--- src/cfip_pkg.sv ---
// Package for the clamped float integer power block.
// Holds widths, constants, the queue entry type and the back-end state type.
`timescale 1ns / 1ps
package cfip_pkg;
  localparam int unsigned ExpMax = 255;
  localparam int unsigned PowW = 8;
  localparam logic [31:0] OneBits = 32'h3F80_0000;
  localparam logic [31:0] LimitReset = 32'h411F_FFFF;
  localparam logic [31:0] QuietBit = 32'h0040_0000;
  localparam int unsigned QDepth = 2;
  localparam int unsigned QPtrW = 1;

  typedef enum logic [1:0] {
    CLS_ONE,
    CLS_NAN,
    CLS_MUL
  } cls_t;

  typedef struct packed {
    logic [31:0]     base;
    logic [PowW-1:0] count;
    logic            last;
    cls_t            cls;
  } entry_t;

  typedef enum logic [1:0] {
    BK_IDLE,
    BK_MUL,
    BK_RND,
    BK_DONE
  } bk_state_t;

  function automatic logic is_nan(input logic [31:0] b);
    is_nan = (b[30:23] == 8'hFF) && (b[22:0] != 23'd0);
  endfunction

  // Ordered greater-than on IEEE singles; false when either side is NaN.
  function automatic logic f_gt(input logic [31:0] a, input logic [31:0] b);
    logic res;
    res = 1'b0;
    if (is_nan(a) || is_nan(b)) begin
      res = 1'b0;
    end else if (a[30:0] == 31'd0 && b[30:0] == 31'd0) begin
      res = 1'b0;
    end else if (!a[31] && b[31]) begin
      res = 1'b1;
    end else if (a[31] && !b[31]) begin
      res = 1'b0;
    end else if (!a[31]) begin
      res = a[30:0] > b[30:0];
    end else begin
      res = a[30:0] < b[30:0];
    end
    f_gt = res;
  endfunction
endpackage

--- src/cfip_if.sv ---
// Valid/ready channel interfaces for the input and result transactions.
// Depends on nothing but the timescale.
`timescale 1ns / 1ps
interface cfip_in_if;
  logic        valid;
  logic        ready;
  logic [31:0] base_bits;
  logic [7:0]  power;
  logic        final_element;
  modport source (output valid, base_bits, power, final_element, input ready);
  modport sink (input valid, base_bits, power, final_element, output ready);
endinterface

interface cfip_out_if;
  logic        valid;
  logic        ready;
  logic [31:0] result_bits;
  logic        final_result;
  modport source (output valid, result_bits, final_result, input ready);
  modport sink (input valid, result_bits, final_result, output ready);
endinterface

--- src/cfip_front.sv ---
// Front end: accepts input transactions, saturates the exponent and classifies.
// Depends on cfip_pkg.
`timescale 1ns / 1ps
module cfip_front (
  input  logic               in_valid,
  output logic               in_ready,
  input  logic [31:0]        in_base_bits,
  input  logic [7:0]         in_power,
  input  logic               in_final_element,
  output logic               push,
  output cfip_pkg::entry_t   push_data,
  input  logic               q_full
);
  logic [cfip_pkg::PowW-1:0] cnt;

  assign in_ready = !q_full;
  assign push     = in_valid && !q_full;

  always_comb begin
    cnt = (32'(in_power) > cfip_pkg::ExpMax) ? cfip_pkg::PowW'(cfip_pkg::ExpMax) : in_power;
    push_data.base  = in_base_bits;
    push_data.count = cnt;
    push_data.last  = in_final_element;
    if (cnt == '0) begin
      push_data.cls = cfip_pkg::CLS_ONE;
    end else if (cfip_pkg::is_nan(in_base_bits)) begin
      push_data.cls = cfip_pkg::CLS_NAN;
    end else begin
      push_data.cls = cfip_pkg::CLS_MUL;
    end
  end
endmodule

--- src/cfip_queue.sv ---
// Short FIFO between the front and back ends, held in registers.
// Depends on cfip_pkg.
`timescale 1ns / 1ps
module cfip_queue (
  input  logic             clk,
  input  logic             rst_n,
  input  logic             push,
  input  cfip_pkg::entry_t push_data,
  output logic             full,
  input  logic             pop,
  output cfip_pkg::entry_t pop_data,
  output logic             not_empty
);
  cfip_pkg::entry_t mem_r [cfip_pkg::QDepth];
  logic [cfip_pkg::QPtrW-1:0] wp_r, rp_r;
  logic [cfip_pkg::QPtrW:0] cnt_r;

  assign full      = cnt_r == (cfip_pkg::QPtrW+1)'(cfip_pkg::QDepth);
  assign not_empty = cnt_r != '0;
  assign pop_data  = mem_r[rp_r];

  always_ff @(posedge clk) begin
    if (push) begin
      mem_r[wp_r] <= push_data;
    end
    if (!rst_n) begin
      wp_r  <= '0;
      rp_r  <= '0;
      cnt_r <= '0;
    end else begin
      if (push) begin
        wp_r <= wp_r + 1'b1;
      end
      if (pop) begin
        rp_r <= rp_r + 1'b1;
      end
      cnt_r <= cnt_r + (cfip_pkg::QPtrW+1)'(push) - (cfip_pkg::QPtrW+1)'(pop);
    end
  end
endmodule

--- src/cfip_back.sv ---
// Back end: repeated IEEE single multiply with round-to-nearest-even,
// clamping and an output register. Depends on cfip_pkg.
`timescale 1ns / 1ps
module cfip_back (
  input  logic             clk,
  input  logic             rst_n,
  input  logic [31:0]      clamp_limit,
  input  logic             q_valid,
  input  cfip_pkg::entry_t q_data,
  output logic             pop,
  output logic             out_valid,
  input  logic             out_ready,
  output logic [31:0]      out_result_bits,
  output logic             out_final_result
);
  cfip_pkg::bk_state_t st_r, st_nxt;
  logic [31:0] base_r, acc_r, acc_nxt;
  logic [7:0]  left_r, left_nxt;
  logic        last_r;
  logic [47:0] prod_r;
  logic        sgn_r;
  logic signed [10:0] pexp_r;
  logic        spec_r;
  logic [31:0] spec_val_r;
  logic [31:0] res_r;
  logic        fin_r;

  // Unpacked operands (combinational, before the multiplier register).
  logic [23:0] ma, mb;
  logic signed [10:0] ea, eb;
  logic a_zero, b_zero, a_inf, b_inf, a_nan, b_nan;
  logic [31:0] spec_v;
  logic        spec_c;

  always_comb begin
    a_nan  = cfip_pkg::is_nan(acc_r);
    b_nan  = cfip_pkg::is_nan(base_r);
    a_inf  = acc_r[30:0] == 31'h7F80_0000;
    b_inf  = base_r[30:0] == 31'h7F80_0000;
    a_zero = acc_r[30:0] == 31'd0;
    b_zero = base_r[30:0] == 31'd0;
    ma = {acc_r[30:23] != 8'd0, acc_r[22:0]};
    mb = {base_r[30:23] != 8'd0, base_r[22:0]};
    ea = (acc_r[30:23] == 8'd0) ? 11'sd1 : $signed({3'b000, acc_r[30:23]});
    eb = (base_r[30:23] == 8'd0) ? 11'sd1 : $signed({3'b000, base_r[30:23]});
    spec_c = 1'b1;
    spec_v = '0;
    if (a_nan) begin
      spec_v = acc_r | cfip_pkg::QuietBit;
    end else if (b_nan) begin
      spec_v = base_r | cfip_pkg::QuietBit;
    end else if ((a_inf && b_zero) || (b_inf && a_zero)) begin
      spec_v = 32'h7FC0_0000;
    end else if (a_inf || b_inf) begin
      spec_v = {acc_r[31] ^ base_r[31], 31'h7F80_0000};
    end else if (a_zero || b_zero) begin
      spec_v = {acc_r[31] ^ base_r[31], 31'd0};
    end else begin
      spec_c = 1'b0;
    end
  end

  // Normalize and round the registered product.
  logic [5:0]  lz;
  logic [47:0] nm;
  logic signed [11:0] e1;
  logic [49:0] sh;
  logic [23:0] man;
  logic        g, stk, rup;
  logic [24:0] mr;
  logic signed [11:0] ef;
  logic [31:0] rnd;
  logic [6:0]  rs;

  always_comb begin
    lz = 6'd47;
    for (int i = 0; i < 48; i++) begin
      if (prod_r[i]) begin
        lz = 6'(47 - i);
      end
    end
    nm = prod_r << lz;
    // Value = nm[47].nm[46:0] * 2^(pexp - 127 - 127 + 1 - lz), biased exponent:
    e1 = 12'(pexp_r) - 12'sd126 - 12'(lz);
    sh = {nm, 2'b00};
    if (e1 < 12'sd1) begin
      rs = (12'sd1 - e1 > 12'sd50) ? 7'd50 : 7'(12'sd1 - e1);
      sh = ({nm, 2'b00} >> rs);
      stk = |({nm, 2'b00} & ~({50{1'b1}} << rs));
      ef = 12'sd0;
    end else begin
      rs = 7'd0;
      stk = 1'b0;
      ef = e1;
    end
    man = sh[49:26];
    g   = sh[25];
    stk = stk | (|sh[24:0]);
    rup = g && (stk || man[0]);
    mr  = {1'b0, man} + 25'(rup);
    if (mr[24]) begin
      ef = ef + 12'sd1;
      mr = mr >> 1;
    end else if (ef == 12'sd0 && mr[23]) begin
      ef = 12'sd1;
    end
    if (ef >= 12'sd255) begin
      rnd = {sgn_r, 31'h7F80_0000};
    end else begin
      rnd = {sgn_r, ef[7:0], mr[22:0]};
    end
  end

  logic [31:0] step_res;
  assign step_res = spec_r ? spec_val_r : rnd;

  assign out_valid        = st_r == cfip_pkg::BK_DONE;
  assign out_result_bits  = res_r;
  assign out_final_result = fin_r;

  // Items without work skip straight to the result.
  always_comb begin
    st_nxt   = st_r;
    pop      = 1'b0;
    acc_nxt  = acc_r;
    left_nxt = left_r;
    case (st_r)
      cfip_pkg::BK_IDLE: begin
        if (q_valid) begin
          pop = 1'b1;
          st_nxt = (q_data.cls == cfip_pkg::CLS_MUL) ? cfip_pkg::BK_MUL : cfip_pkg::BK_DONE;
        end
      end
      cfip_pkg::BK_MUL: begin
        st_nxt = cfip_pkg::BK_RND;
      end
      cfip_pkg::BK_RND: begin
        acc_nxt  = step_res;
        left_nxt = left_r - 8'd1;
        st_nxt   = (left_r == 8'd1) ? cfip_pkg::BK_DONE : cfip_pkg::BK_MUL;
      end
      cfip_pkg::BK_DONE: begin
        if (out_ready) begin
          st_nxt = cfip_pkg::BK_IDLE;
        end
      end
      default: st_nxt = cfip_pkg::BK_IDLE;
    endcase
  end

  always_ff @(posedge clk) begin
    if (!rst_n) begin
      st_r <= cfip_pkg::BK_IDLE;
    end else begin
      st_r <= st_nxt;
    end
  end

  always_ff @(posedge clk) begin
    acc_r  <= acc_nxt;
    left_r <= left_nxt;
    if (st_r == cfip_pkg::BK_IDLE && q_valid) begin
      base_r <= q_data.base;
      left_r <= q_data.count;
      last_r <= q_data.last;
      acc_r  <= cfip_pkg::OneBits;
      fin_r  <= q_data.last;
      case (q_data.cls)
        cfip_pkg::CLS_ONE: begin
          res_r <= cfip_pkg::OneBits;
        end
        cfip_pkg::CLS_NAN: begin
          res_r <= q_data.base | cfip_pkg::QuietBit;
        end
        default: begin
          res_r <= res_r;
        end
      endcase
      if (q_data.cls != cfip_pkg::CLS_MUL) begin
        left_r <= 8'd0;
      end
    end
    if (st_r == cfip_pkg::BK_MUL) begin
      prod_r     <= 48'(ma) * 48'(mb);
      sgn_r      <= acc_r[31] ^ base_r[31];
      pexp_r     <= ea + eb;
      spec_r     <= spec_c;
      spec_val_r <= spec_v;
    end
    if (st_r == cfip_pkg::BK_RND && left_r == 8'd1) begin
      fin_r <= last_r;
      res_r <= step_res;
      if (!cfip_pkg::is_nan(step_res) && cfip_pkg::f_gt(step_res, clamp_limit)) begin
        res_r <= clamp_limit;
      end
    end
  end
endmodule

--- src/clamped_float_integer_power_top.sv ---
// Top level of the clamped float integer power block.
// Depends on cfip_pkg, cfip_if, cfip_front, cfip_queue and cfip_back.
//
//   channel  direction  payload                           handshake
//   in       sink       base_bits, power, final_element   valid / ready
//   out      source     result_bits, final_result         valid / ready
//   cfg      sink       clamp_limit (32 bits)             write enable
//
// An item with a zero exponent or a NaN base skips the multiplier in the back end.
// Any other item passes through the one shared multiplier and its
// normalize/round step once per exponent count.
// The front end takes one transaction per cycle, unless the two-entry queue
// is full, so inputs are accepted while the back end works or its result waits.
// Reset is synchronous and active low; it empties the queue, idles the back
// end and loads the clamp limit with 9.999999.
`timescale 1ns / 1ps
module clamped_float_integer_power_top (
  input  logic        clk,
  input  logic        rst_n,
  cfip_in_if.sink     in_ch,
  cfip_out_if.source  out_ch,
  input  logic        cfg_we,
  input  logic [31:0] cfg_wdata
);
  logic [31:0] clamp_limit_r;
  logic push, q_full, pop, q_ne;
  cfip_pkg::entry_t push_data, pop_data;

  // The user must rewrite the clamp limit only while the block is idle; the block itself does not enforce this.
  always_ff @(posedge clk) begin
    if (!rst_n) begin
      clamp_limit_r <= cfip_pkg::LimitReset;
    end else if (cfg_we) begin
      clamp_limit_r <= cfg_wdata;
    end
  end

  cfip_front u_front (
    .in_valid(in_ch.valid), .in_ready(in_ch.ready),
    .in_base_bits(in_ch.base_bits), .in_power(in_ch.power),
    .in_final_element(in_ch.final_element),
    .push, .push_data, .q_full
  );

  cfip_queue u_queue (
    .clk, .rst_n, .push, .push_data, .full(q_full),
    .pop, .pop_data, .not_empty(q_ne)
  );

  cfip_back u_back (
    .clk, .rst_n, .clamp_limit(clamp_limit_r),
    .q_valid(q_ne), .q_data(pop_data), .pop,
    .out_valid(out_ch.valid), .out_ready(out_ch.ready),
    .out_result_bits(out_ch.result_bits), .out_final_result(out_ch.final_result)
  );
endmodule

--- src/flat_wrapper.sv ---
// flat-port wrapper written by rule: the top's interface ports become plain ports
module clamped_float_integer_power_top_flat 
  (clk, rst_n, cfg_we, cfg_wdata, in_ch_valid, in_ch_base_bits, in_ch_power, in_ch_final_element, in_ch_ready, out_ch_valid, out_ch_result_bits, out_ch_final_result, out_ch_ready);
  cfip_in_if in_ch_i ();
  cfip_out_if out_ch_i ();
  input  logic clk;
  input  logic rst_n;
  input  logic cfg_we;
  input  logic [31:0] cfg_wdata;
  input wire logic [$bits(in_ch_i.valid)-1:0] in_ch_valid;
  input wire logic [$bits(in_ch_i.base_bits)-1:0] in_ch_base_bits;
  input wire logic [$bits(in_ch_i.power)-1:0] in_ch_power;
  input wire logic [$bits(in_ch_i.final_element)-1:0] in_ch_final_element;
  output wire logic [$bits(in_ch_i.ready)-1:0] in_ch_ready;
  output wire logic [$bits(out_ch_i.valid)-1:0] out_ch_valid;
  output wire logic [$bits(out_ch_i.result_bits)-1:0] out_ch_result_bits;
  output wire logic [$bits(out_ch_i.final_result)-1:0] out_ch_final_result;
  input wire logic [$bits(out_ch_i.ready)-1:0] out_ch_ready;
  assign in_ch_i.valid = in_ch_valid;
  assign in_ch_i.base_bits = in_ch_base_bits;
  assign in_ch_i.power = in_ch_power;
  assign in_ch_i.final_element = in_ch_final_element;
  assign in_ch_ready = in_ch_i.ready;
  assign out_ch_valid = out_ch_i.valid;
  assign out_ch_result_bits = out_ch_i.result_bits;
  assign out_ch_final_result = out_ch_i.final_result;
  assign out_ch_i.ready = out_ch_ready;
  clamped_float_integer_power_top u_core (.clk(clk), .rst_n(rst_n), .in_ch(in_ch_i), .out_ch(out_ch_i), .cfg_we(cfg_we), .cfg_wdata(cfg_wdata));
endmodule
--- config.mk ---
export PLATFORM = sky130hd
export DESIGN_NAME = clamped_float_integer_power_top_flat
export DESIGN_NICKNAME = d
export VERILOG_FILES = /design/src/cfip_pkg.sv /design/src/cfip_if.sv /design/src/cfip_front.sv /design/src/cfip_queue.sv /design/src/cfip_back.sv /design/src/clamped_float_integer_power_top.sv /design/src/flat_wrapper.sv
export SDC_FILE = /design/constraint.sdc
export NUM_CORES = 2
export LEC_CHECK = 0
export ABC_CLOCK_PERIOD_IN_PS = 16500
export BUFFER_PORTS_ARGS = -buffer_cell sky130_fd_sc_hd__buf_2
export CAP_MARGIN = 10
export CORE_ASPECT_RATIO = 2
export CORE_MARGIN = 2
export CORE_UTILIZATION = 60
export CTS_CLUSTER_DIAMETER = 40
export CTS_CLUSTER_SIZE = 24
export DETAILED_ROUTE_END_ITERATION = 8
export PLACE_DENSITY_LB_ADDON = 0.15
export RECOVER_POWER = 100
export SLEW_MARGIN = 20
export SYNTH_ARGS = -nofsm -noshare
export SYNTH_HDL_FRONTEND = slang
export SYNTH_SLANG_ARGS = --single-unit
--- constraint.sdc ---
create_clock -name clk -period 16.5 [get_ports clk]
set_input_delay 3.3 -clock clk [delete_from_list [all_inputs] [get_ports clk]]
set_output_delay 3.3 -clock clk [all_outputs]
set_load 0.01 [all_outputs]
==> flow_metrics.py <==
metrics = {
    "placed_design": {
        "dp_cells": 5728,
        "dp.final_hpwl_mm": 138.8,
        "routabilityCongestion": 1.087,
        "io_buffers": 112,
    },
    "synthesis": {
        "yosys_most_used_dff": "edfxtp_1",
        "synth_edf_count": 251,
        "synth_area_mm2": 0.04277,
        "ys_warn_count": 0,
        "yosysSeqAreaShare_pct": 20.95,
        "syn_nets": 5674,
        "ys_top_cells_by_area": "fa_1, edfxtp_1, ha_1",
        "yosys_register_bits": 322,
        "synth_top_area_share_pct": 22.65,
        "synth.largest_area_cell": "fa_1",
        "synthArstFlopShare_pct": 0,
        "postSynthAreaPerCell_um2": 8.759,
        "syn_inst": 4883,
        "ys_types": 114,
    },
    "global_routing": {
        "globalRouteMet2Util_pct": 81.89,
        "grt.total_usage_pct": 53.54,
        "grt_pass1_vias": 43629,
        "grt_max_degree": 76,
        "antenna_found_initial": 31,
        "grt_first_pass_wirelength_mm": 282.1,
        "grt_util_met3_pct": 24.33,
        "busiest_layer": "met2",
        "met1_usage_pct": 49.54,
        "grt_overflow": 0,
    },
    "hold_path": {
        "hp-class": "reg -> reg",
    },
    "clock_network": {
        "holdBufCountCts": 0,
        "cts_resized": 0,
        "clk_pin_slew_ps": 90,
        "clock-sinks": 322,
        "cts_max_level": 1,
        "cts_root_buf": "clkbuf_16",
        "cts_buffers": 20,
        "post_cts_buffers": 0,
        "clockBufferDepth": 3,
        "cts_tree": "done",
        "clkLatencyLatePin_ps": 610,
    },
    "timing": {
        "clock_skew_ps": 36.84,
        "whs_ps": 479.0,
        "rsz0062_at_grt": "false",
        "setup_viol": 0,
        "period_share_pct": 92.68,
        "drv_slew": 397,
        "maxSlewHeadroom_pct": -172.1,
        "hold_viol_final": 0,
        "fmax_mhz": 65.39,
        "finalSetupTns_ps": 0,
        "period_minus_slack_ps": 15290,
        "worst_pin_slew_ps": 4082,
    },
    "detailed_routing": {
        "ant_nets": 0,
        "routed_wl_mm": 191.2,
        "drt_iter0_markers": 5024,
        "wl_per_cell_um": 32.99,
        "drc_errors": 1,
        "dr.pass1.iters": 9,
        "vias": 41891,
        "viasPerCell": 7.229,
    },
    "worst_setup_path": {
        "cpPeakStageDelay_ps": 1060,
        "worstSetupPathType": "reg -> reg",
        "critPathCaptureType": "register",
        "required_ps": 16840,
        "slowest_stage": "o311ai_0",
        "crit_path_start_kind": "register",
        "worstPathArrival_ps": 15630,
        "crit_top_cell": "o21ai_0",
        "cp_max_fo": 28,
    },
    "floorplanning": {
        "row_count": 138,
        "initial_core_util_pct": 60.56,
        "die_w_um": 192.8,
        "fp.dieH_um": 381.6,
        "core_mm2": 0.07062,
        "io_pins": 113,
        "die-area_mm2": 0.07357,
    },
    "finish": {
        "layout_common_cells": "nand2_1, inv_1, fa_1",
        "final_common_cell": "nand2_1",
        "layout.nets": 5642,
        "fin_cells": 5795,
        "area_growth_pct": 5.412,
        "drive_above_1_share_pct": 7.074,
    },
    "status": {
        "violations": "DRC, capacitance limit, slew limit",
        "outcome": "complete, but fails checks",
    },
    "flow_run": {
        "cap_violations": 11,
    },
}
-- metal layers --
| layer | wire length [µm] | up-vias |
|---|---|---|
| li1 | - | 16755 |
| met1 | 53400 | 19857 |
| met2 | 87490 | 3569 |
| met3 | 23320 | 1688 |
| met4 | 26670 | 22 |
| met5 | 279 | - |
-- worst max-delay path: cells and delay by family, from the launching register on --
family / cells / cell delay (ps)
AO/OA/AOI/OAI: 29 / 7810
XOR/XNOR: 1 / 530
adder cells (fa/ha/maj): 3 / 1340
buffers and inverters: 6 / 1580
flip-flops: 1 / 530
AND/OR/NAND/NOR: 11 / 3160
-- final cells by class --
| type | count | area [µm²] |
|---|---|---|
| clock inverter | 10 | 126.4 |
| clock buffer | 24 | 515.5 |
| antenna | 22 | 55.05 |
| fill | 5418 | 25530 |
| multi-input combinational | 3648 | 30410 |
| sequential | 322 | 8962 |
| inverter | 575 | 2160 |
| tap | 910 | 1139 |
| timing repair buffer | 284 | 1718 |
-- final timing paths --
check / startpoint / end / slack [ps] / cells past startpoint
max: u_core.u_back.prod_r[39]$_DFFE_PP_ / u_core.u_back.out_result_bits[18]$_DFFE_PP_ / 1210 / 50
min: u_core.u_back.acc_r[11]$_SDFFE_PP0P_ / u_core.u_back.acc_r[11]$_SDFFE_PP0P_ / 480 / 2
max reg2reg: u_core.u_back.prod_r[39]$_DFFE_PP_ / u_core.u_back.out_result_bits[18]$_DFFE_PP_ / 1210 / 50
min reg2reg: u_core.u_back.acc_r[11]$_SDFFE_PP0P_ / u_core.u_back.acc_r[11]$_SDFFE_PP0P_ / 480 / 2
-- synth_stat cells (56+ instances only) --
master / instances
a211oi_1: 65
a21oi_1: 208
and2_1: 258
clkbuf_1: 259
dfxtp_1: 71
edfxtp_1: 251
fa_1: 484
ha_1: 229
inv_1: 568
mux2i_1: 90
nand2_1: 658
nand3_1: 113
nor2_1: 262
nor3_1: 82
nor4_1: 56
o211ai_1: 61
o21ai_0: 167
xnor2_1: 66
-- flip-flops by register name, indices dropped and copies added (netlist names), named ones only --
| signal | count |
|---|---|
| u_core.u_back.out_result_bits | 32 |
| u_core.u_back.spec_r | 1 |
| u_core.u_back.last_r | 1 |
| u_core.u_back.pexp_r | 9 |
| u_core.clamp_limit_r | 32 |
| u_core.u_queue.cnt_r | 2 |
| u_core.u_back.base_r | 32 |
| u_core.u_queue.mem_r | 86 |
| u_core.u_back.st_r | 2 |
| u_core.u_queue.wp_r | 1 |
| u_core.u_back.out_final_result | 1 |
| u_core.u_back.acc_r | 32 |
| u_core.u_back.spec_val_r | 32 |
| u_core.u_back.left_r | 8 |
| u_core.u_queue.rp_r | 1 |
| u_core.u_back.sgn_r | 1 |
| u_core.u_back.prod_r | 48 |
-- cells by family (layout without fill, tap and decap cells) --
| kind of cell | count (synthesis) | count (layout) | share of synthesized area (%) |
|---|---|---|---|
| fa+ha+maj | 713 | 713 | 29.35 |
| xor+xnor | 94 | 94 | 1.942 |
| flops | 322 | 322 | 20.95 |
| buf+inv | 913 | 893 | 8.314 |
| other cells | 0 | 22 | 0 |
| simple gates | 1686 | 1686 | 19.19 |
| compound gates | 1007 | 1007 | 16.40 |
| mux | 148 | 148 | 3.853 |
-- through the flow --
| stage | utilization, % | cell area, µm² | setup WS (ps) |
|---|---|---|---|
| floorplan | - | 42770 | 4069 |
| global placement | 62.92 | 44430 | 2547 |
| detailed placement | 62.92 | 44430 | 2284 |
| CTS | 63.83 | 45080 | 2191 |
| global route | 63.79 | 45050 | 569.1 |
| finish | 63.84 | 45090 | 1207 |
Power is left out: the tool's default activity adds up to more than one toggle a clock period on the data nets, which glitch-free logic cannot reach.
